<file path="src/design/crc32_reflected_byte_stream_top_assert.svh">
// assertion macros for the crc32 byte stream block
`ifndef CRC32_REFLECTED_BYTE_STREAM_TOP_ASSERT_SVH
`define CRC32_REFLECTED_BYTE_STREAM_TOP_ASSERT_SVH

`ifndef ASSERT_OFF

// implication checked outside reset
`define CRC32_ASSERT_IMP(label, lhs, rhs) \
   label: assert property (@(posedge clock) disable iff (reset) (lhs) |-> (rhs)) \
      else $error("crc32 assertion failed");

// next-cycle implication checked outside reset
`define CRC32_ASSERT_NXT(label, lhs, rhs) \
   label: assert property (@(posedge clock) disable iff (reset) (lhs) |=> (rhs)) \
      else $error("crc32 assertion failed");

// condition that must hold in the cycle after reset
`define CRC32_ASSERT_RST(label, rhs) \
   label: assert property (@(posedge clock) reset |=> (rhs)) \
      else $error("crc32 assertion failed");

`else

`define CRC32_ASSERT_IMP(label, lhs, rhs)
`define CRC32_ASSERT_NXT(label, lhs, rhs)
`define CRC32_ASSERT_RST(label, rhs)

`endif

`endif

</file>
<file path="src/design/crc32_pkg.sv">
// package with types, constants and the byte update function of the crc32 block
`timescale 1ns / 1ps

package crc32_pkg;

   localparam int DATA_W = 8;
   localparam int CRC_W  = 32;

   localparam logic [CRC_W-1:0] CRC_POLY = 32'hEDB88320;

   typedef logic [DATA_W-1:0] data_byte_type;
   typedef logic [CRC_W-1:0]  crc_type;

   // one data byte folded into the reflected remainder
   function automatic crc_type crc_next(crc_type rem, data_byte_type data);
      crc_type v;
      int      k;
      v = {{(CRC_W-DATA_W){1'b0}}, rem[DATA_W-1:0] ^ data};
      for (k = 0; k < DATA_W; k++) begin
         if (v[0]) begin
            v = (v >> 1) ^ CRC_POLY;
         end else begin
            v = v >> 1;
         end
      end
      return (rem >> DATA_W) ^ v;
   endfunction

endpackage

</file>
<file path="src/design/crc32_req_if.sv">
// request channel interface carrying one data byte and its framing marks
`timescale 1ns / 1ps

interface crc32_req_if;
   import crc32_pkg::*;

   logic          valid;
   logic          ready;
   data_byte_type data_byte;
   logic          first_byte;
   logic          last_byte;

   modport source (output valid, output data_byte, output first_byte, output last_byte,
                   input ready);
   modport sink   (input valid, input data_byte, input first_byte, input last_byte,
                   output ready);
endinterface

</file>
<file path="src/design/crc32_rsp_if.sv">
// response channel interface carrying the running crc and the final mark
`timescale 1ns / 1ps

interface crc32_rsp_if;
   import crc32_pkg::*;

   logic    valid;
   logic    ready;
   crc_type crc_value;
   logic    is_final;

   modport source (output valid, output crc_value, output is_final, input ready);
   modport sink   (input valid, input crc_value, input is_final, output ready);
endinterface

</file>
<file path="src/design/crc32_reflected_byte_stream_top.sv">
`timescale 1ns / 1ps
// Byte-wise reflected CRC-32 (polynomial 0xEDB88320, start value zero, no
// final inversion). Each request transfer carries one byte; first_byte clears
// the running remainder before the byte is folded in, last_byte is echoed as
// is_final. Every request gives exactly one response with the remainder after
// that byte. One byte is taken every cycle while the response side keeps up:
// a request lands in an input register, the eight-step XOR network folds it
// into the remainder, and the remainder and the result register are loaded
// together as the input register advances; a stalled response side holds the
// result register, which back-pressures the request side. Response valid is driven from the result register.

module crc32_reflected_byte_stream_top (
   input logic        clock,
   input logic        reset,
   crc32_req_if.sink   req_ch,
   crc32_rsp_if.source rsp_ch
);
   import crc32_pkg::*;

   logic          s1_valid_ff, s1_valid_in;
   data_byte_type s1_data_ff;
   logic          s1_first_ff;
   logic          s1_last_ff;

   logic          out_valid_ff, out_valid_in;
   crc_type       out_crc_ff;
   logic          out_final_ff;

   crc_type       remainder_ff;
   crc_type       crc_base;
   crc_type       crc_result;

   logic          s1_adv;
   logic          req_xfer;

   assign s1_adv   = s1_valid_ff && (!out_valid_ff || rsp_ch.ready);
   assign req_xfer = req_ch.valid && req_ch.ready;

   assign req_ch.ready = !s1_valid_ff || s1_adv;

   // first byte starts from a cleared remainder
   assign crc_base   = s1_first_ff ? '0 : remainder_ff;
   assign crc_result = crc_next(crc_base, s1_data_ff);

   always_comb begin
      s1_valid_in = s1_valid_ff;
      if (req_xfer) begin
         s1_valid_in = 1'b1;
      end else if (s1_adv) begin
         s1_valid_in = 1'b0;
      end
   end

   always_comb begin
      out_valid_in = out_valid_ff;
      if (s1_adv) begin
         out_valid_in = 1'b1;
      end else if (rsp_ch.ready) begin
         out_valid_in = 1'b0;
      end
   end

   always_ff @(posedge clock) begin
      if (reset) begin
         s1_valid_ff  <= 1'b0;
         out_valid_ff <= 1'b0;
         remainder_ff <= '0;
      end else begin
         s1_valid_ff  <= s1_valid_in;
         out_valid_ff <= out_valid_in;
         if (s1_adv) begin
            remainder_ff <= crc_result;
         end
      end
   end

   always_ff @(posedge clock) begin
      if (req_xfer) begin
         s1_data_ff  <= req_ch.data_byte;
         s1_first_ff <= req_ch.first_byte;
         s1_last_ff  <= req_ch.last_byte;
      end
      if (s1_adv) begin
         out_crc_ff   <= crc_result;
         out_final_ff <= s1_last_ff;
      end
   end

   assign rsp_ch.valid     = out_valid_ff;
   assign rsp_ch.crc_value = out_crc_ff;
   assign rsp_ch.is_final  = out_final_ff;

`include "crc32_reflected_byte_stream_top_assert.svh"

   `CRC32_ASSERT_RST(a_reset_empty, !s1_valid_ff && !out_valid_ff && remainder_ff == '0)
   `CRC32_ASSERT_NXT(a_adv_fills_out, s1_adv, out_valid_ff)
   `CRC32_ASSERT_IMP(a_out_matches_rem, out_valid_ff, out_crc_ff == remainder_ff)
   `CRC32_ASSERT_NXT(a_first_restarts, s1_adv && s1_first_ff,
                     out_crc_ff == crc_next('0, $past(s1_data_ff)))

endmodule

</file>
<file path="src/flat_wrapper.sv">
// flat-port wrapper written by rule: the top's interface ports become plain ports
module crc32_reflected_byte_stream_top_flat import crc32_pkg::*;
  (clock, reset, req_ch_valid, req_ch_data_byte, req_ch_first_byte, req_ch_last_byte, req_ch_ready, rsp_ch_valid, rsp_ch_crc_value, rsp_ch_is_final, rsp_ch_ready);
  crc32_req_if req_ch_i ();
  crc32_rsp_if rsp_ch_i ();
  input logic clock;
  input logic reset;
  input wire logic [$bits(req_ch_i.valid)-1:0] req_ch_valid;
  input wire logic [$bits(req_ch_i.data_byte)-1:0] req_ch_data_byte;
  input wire logic [$bits(req_ch_i.first_byte)-1:0] req_ch_first_byte;
  input wire logic [$bits(req_ch_i.last_byte)-1:0] req_ch_last_byte;
  output wire logic [$bits(req_ch_i.ready)-1:0] req_ch_ready;
  output wire logic [$bits(rsp_ch_i.valid)-1:0] rsp_ch_valid;
  output wire logic [$bits(rsp_ch_i.crc_value)-1:0] rsp_ch_crc_value;
  output wire logic [$bits(rsp_ch_i.is_final)-1:0] rsp_ch_is_final;
  input wire logic [$bits(rsp_ch_i.ready)-1:0] rsp_ch_ready;
  assign req_ch_i.valid = req_ch_valid;
  assign req_ch_i.data_byte = req_ch_data_byte;
  assign req_ch_i.first_byte = req_ch_first_byte;
  assign req_ch_i.last_byte = req_ch_last_byte;
  assign req_ch_ready = req_ch_i.ready;
  assign rsp_ch_valid = rsp_ch_i.valid;
  assign rsp_ch_crc_value = rsp_ch_i.crc_value;
  assign rsp_ch_is_final = rsp_ch_i.is_final;
  assign rsp_ch_i.ready = rsp_ch_ready;
  crc32_reflected_byte_stream_top u_core (.clock(clock), .reset(reset), .req_ch(req_ch_i), .rsp_ch(rsp_ch_i));
endmodule
</file>
<file path="config.mk">
export PLATFORM = sky130hd
export DESIGN_NAME = crc32_reflected_byte_stream_top_flat
export DESIGN_NICKNAME = d
export VERILOG_FILES = /design/src/design/crc32_pkg.sv /design/src/design/crc32_req_if.sv /design/src/design/crc32_rsp_if.sv /design/src/design/crc32_reflected_byte_stream_top.sv /design/src/flat_wrapper.sv
export VERILOG_INCLUDE_DIRS = /design/src /design/src/design
export SDC_FILE = /design/constraint.sdc
export NUM_CORES = 1
export LEC_CHECK = 0
export BUFFER_PORTS_ARGS = -buffer_cell sky130_fd_sc_hd__clkbuf_2
export CAP_MARGIN = 20
export CORE_ASPECT_RATIO = 1.1
export CORE_MARGIN = 5
export CORE_UTILIZATION = 40
export DETAILED_ROUTE_END_ITERATION = 7
export GPL_TIMING_DRIVEN = 0
export PLACE_DENSITY_LB_ADDON = 0.05
export SLEW_MARGIN = 20
export SYNTH_ARGS = -nofsm -noshare
export SYNTH_HDL_FRONTEND = slang
export SYNTH_SLANG_ARGS = --single-unit
</file>
<file path="constraint.sdc">
create_clock -name clock -period 6.26 [get_ports clock]
set_clock_uncertainty 0.15 [all_clocks]
set_input_delay 0.939 -clock clock [delete_from_list [all_inputs] [get_ports clock]]
set_output_delay 0.939 -clock clock [all_outputs]
set_load 0.01 [all_outputs]
</file>
==> flow_summary.yaml <==
cells_and_area:
  final_nets: 418
  area_delta_synth_final_pct: 16.84
  fillerInstances: 912
  finalInstanceArea_sq_um: 4532
  share_of_cells_above_drive_strength_1_pct: 22.00
  num_antenna_cells: 0
drt:
  detailedRoute.firstPassIterationCount: 5
  vias_per_std_cell: 4.838
  num_vias: 2545
  drt_wl_total_mm: 8.811
  drt_iter0_markers: 83
  detail-route-antenna-nets: 0
  wire_per_inst_microns: 16.75
  remaining_drc_errors: 0
clock_network:
  cts.sink_count: 77
  ctsLongestPathBuffers: 2
  worstSkewPairLatency_ns: 0.36
  cts_htree_levels: 3
  cts_hold_bufs: 0
  cts_post_setup_buffers_inserted: 0
  ctsResizeCount: 0
  cts_tree: "done"
  cts-buffers-inserted: 9
  clk_root_buffer_cell: "sky130_fd_sc_hd__clkbuf_8"
  clk_pin_slew_ns: 0.08
pwr:
  power.internal_uw: 1067
  vdd_drop_max_v: 0.0001267
  overall_power_after_layout_uw: 1494
  power.density_cell_area_nw_per_um2: 329.6
  power_frac_comb_pct: 27.0
  total_switching_power_uw: 426.7
  power.share.switching_pct: 28.57
  fraction_of_power_consumed_by_the_clock_network_pct: 30.3
  leakage_uw: 0.001853
  pwr-share-seq_pct: 42.6
synthesis:
  synth.ff_latch_count: 77
  ys.flop_type: "sky130_fd_sc_hd__edfxtp_1"
  yosys.cell_types.count: 39
  synth_top_family_by_area: "XOR/XNOR gates"
  synth_simple_gate_area_share_pct: 15.16
  netlist_top_cells_count: "sky130_fd_sc_hd__xnor2_1 (50), sky130_fd_sc_hd__nor2_1 (47), sky130_fd_sc_hd__edfxtp_1 (43), sky130_fd_sc_hd__dfxtp_1 (34), sky130_fd_sc_hd__nand2_1 (30)"
  synth_area_leader_cell: "sky130_fd_sc_hd__edfxtp_1"
  synth_enable_flop_cells: 43
  post_synth.cell_area_avg_sq_um: 11.28
  synth_warnings: 0
  synth.cell_area_sq_um: 3879
  synth_top_cell_area_share_pct: 33.29
  synthXorXnorAreaFrac_pct: 24.97
  syn_nets: 358
  share_of_synthesized_flip_flops_with_an_asynchronous_set_or_reset_pct: 0
  synthMostInstantiatedCell: "sky130_fd_sc_hd__xnor2_1"
  syn-instance-count: 344
  compound_cell_area_share_of_the_yosys_netlist_pct: 5.613
  yosys.area_share.adder_pct: 0
  muxShareOfSynthArea_pct: 0
  seq_area_frac_synth_pct: 50.84
  cells_taking_the_most_area_after_synthesis: "sky130_fd_sc_hd__edfxtp_1 (33%), sky130_fd_sc_hd__dfxtp_1 (18%), sky130_fd_sc_hd__xnor2_1 (11%)"
place:
  gp_congestion: 0.8673
  io_buffer_count: 48
  dpl_cell_area_sq_um: 4294
  dpl.hpwl_mm: 6.352
critical_path:
  count_of_cells_along_the_worst_register_to_register_path: 7
  worstSetupPathType: "in2reg"
  worst-endpoint-required_ns: 6.33
  critical_path.endpoint_type: "register"
  reg2reg_slack_ns: 3.43
  timing.critical_path.arrival_ns: 3.20
  critical_path.startpoint_type: "primary input"
  critical_path_peak_fanout: 22
grt:
  grt_first_pass_wirelength_mm: 14.27
  antenna_found_initial: 0
  globalRouteTotalUtil_pct: 15.62
  globalRoute.totalOverflow: 0
  first_global_vias: 2503
  grt_start_max_net_pins: 23
timing:
  final_hold_violation_count: 0
  grt_setup_unrepaired: "no"
  setup_viol: 0
  finalCriticalPeriod_ns: 3.131
  setup-tns-final_ns: 0
  worst_slew_pin_slew_ns: 0.7499
  timing.final.crit_share_pct: 50.01
  max_freq_mhz: 319.4
  final_max_slew_viol_count: 0
  timing.max_slew.rel_slack_pct: 49.82
  finalHoldWorstSlack_ns: 0.2924
die:
  rows: 37
  die_height_microns: 113.3
  initial_utilization_pct: 41.27
  num_io_pins: 49
  die_area_sq_um: 11770
  die-width_microns: 103.9
  core_region_area_sq_um: 9398
min_path:
  hold-path-cell-count: 0
  hold_class: "reg2reg"
outcome:
  outcome: "complete, no violations"
run:
  max-cap-violations: 0
==> cell usage in the layout (no fill, tap or decap), types with 2 or more instances in the layout <==
master	instances
sky130_fd_sc_hd__xnor2_1	50
sky130_fd_sc_hd__clkbuf_2	49
sky130_fd_sc_hd__nor2_1	47
sky130_fd_sc_hd__edfxtp_1	43
sky130_fd_sc_hd__dfxtp_1	34
sky130_fd_sc_hd__nand2_1	30
sky130_fd_sc_hd__nor3_1	18
sky130_fd_sc_hd__nor2b_1	13
sky130_fd_sc_hd__xnor3_1	13
sky130_fd_sc_hd__xor2_1	12
sky130_fd_sc_hd__a21oi_1	12
sky130_fd_sc_hd__clkbuf_1	9
sky130_fd_sc_hd__clkbuf_8	9
sky130_fd_sc_hd__buf_2	7
sky130_fd_sc_hd__inv_1	5
sky130_fd_sc_hd__o211a_1	5
sky130_fd_sc_hd__nand2b_1	4
sky130_fd_sc_hd__and3_1	4
sky130_fd_sc_hd__buf_4	3
sky130_fd_sc_hd__xnor2_2	3
sky130_fd_sc_hd__o21a_1	3
sky130_fd_sc_hd__a211o_1	3
sky130_fd_sc_hd__bufinv_16	3
sky130_fd_sc_hd__xor2_2	2
sky130_fd_sc_hd__o21ai_0	2
sky130_fd_sc_hd__and2_2	2
sky130_fd_sc_hd__a211oi_2	2
sky130_fd_sc_hd__buf_1	2
sky130_fd_sc_hd__nand3_1	2
sky130_fd_sc_hd__clkinvlp_4	2
==> final cells by class <==
type | instances | area (sq um) | area share (%)
clock inverter | 7 | 113.9 | 2.512
clock buffer | 9 | 123.9 | 2.733
multi-input combinational | 239 | 1774 | 39.15
tap | 117 | 146.4 | 3.230
buffer | 23 | 115.1 | 2.540
sequential | 77 | 1972 | 43.51
inverter | 5 | 18.77 | 0.4141
timing repair buffer | 49 | 267.8 | 5.908
==> through the flow <==
stage | util [%] | instances | worst slack [ns]
floorplan | - | 344 | 2.882
global placement | 45.39 | 509 | 1.757
detailed placement | 45.69 | 510 | 2.768
CTS | 48.22 | 526 | 3.145
global route | 48.22 | 526 | 2.953
finish | 48.22 | 526 | 3.129
==> critical path, cell delays in order <==
cell and delay (ns):
sky130_fd_sc_hd__clkbuf_2 0.08, sky130_fd_sc_hd__nor2b_1 0.20, sky130_fd_sc_hd__nand2b_1 0.19, sky130_fd_sc_hd__clkbuf_1 0.40, sky130_fd_sc_hd__inv_1 0.17, sky130_fd_sc_hd__clkbuf_1 0.32, sky130_fd_sc_hd__clkbuf_2 0.45, sky130_fd_sc_hd__buf_16 0.29
sky130_fd_sc_hd__nand2_1 0.09, sky130_fd_sc_hd__a21oi_1 0.06
==> logic make-up after synthesis <==
group,Yosys count
AND/OR/NAND/NOR,127
XOR/XNOR,82
flip-flops,77
AO/OA/AOI/OAI,30
buffers and inverters,28
==> worst paths after layout <==
check                                        start                                   end
setup reg to reg  u_core.rsp_ch.valid$_SDFFE_PP0P_  u_core.rsp_ch.crc_value[4]$_DFFE_PP_
setup / recovery                      rsp_ch_ready   u_core.remainder_ff[5]$_SDFFE_PP0P_
hold reg to reg        u_core.s1_last_ff$_DFFE_PP_      u_core.rsp_ch.is_final$_DFFE_PP_
hold / removal         u_core.s1_last_ff$_DFFE_PP_      u_core.rsp_ch.is_final$_DFFE_PP_
==> state kept, by name (all words and copies together) (netlist names) <==
signal and count:
u_core.s1_valid_ff 1, u_core.s1_first_ff 1, u_core.rsp_ch.is_final 1, u_core.s1_last_ff 1
u_core.rsp_ch.valid 1, u_core.rsp_ch.crc_value 32, u_core.s1_data_ff 8, u_core.remainder_ff 32
==> power by group through the flow <==
stage | logic (uW) | clock network [uW] | registers, uW
detailed placement | 406 | 0 | 649
finish | 404 | 453 | 637
floorplan | 288 | 0 | 660
global route | 442 | 485 | 645
global placement | 402 | 0 | 648
CTS | 409 | 464 | 638
==> routing by layer <==
metal | GRT usage (%) | share of wire, % | vias to the layer above | wire length, microns
met3 | 3.023 | 4.7 | 10 | 416
li1 | - | - | 1262 | -
met2 | 25.89 | 49 | 60 | 4287
met5 | 0 | 0 | - | 0
met4 | 4.922 | 1.3 | 0 | 116
met1 | 20.70 | 45 | 1213 | 3989
Power figures use the tool's default switching activity.
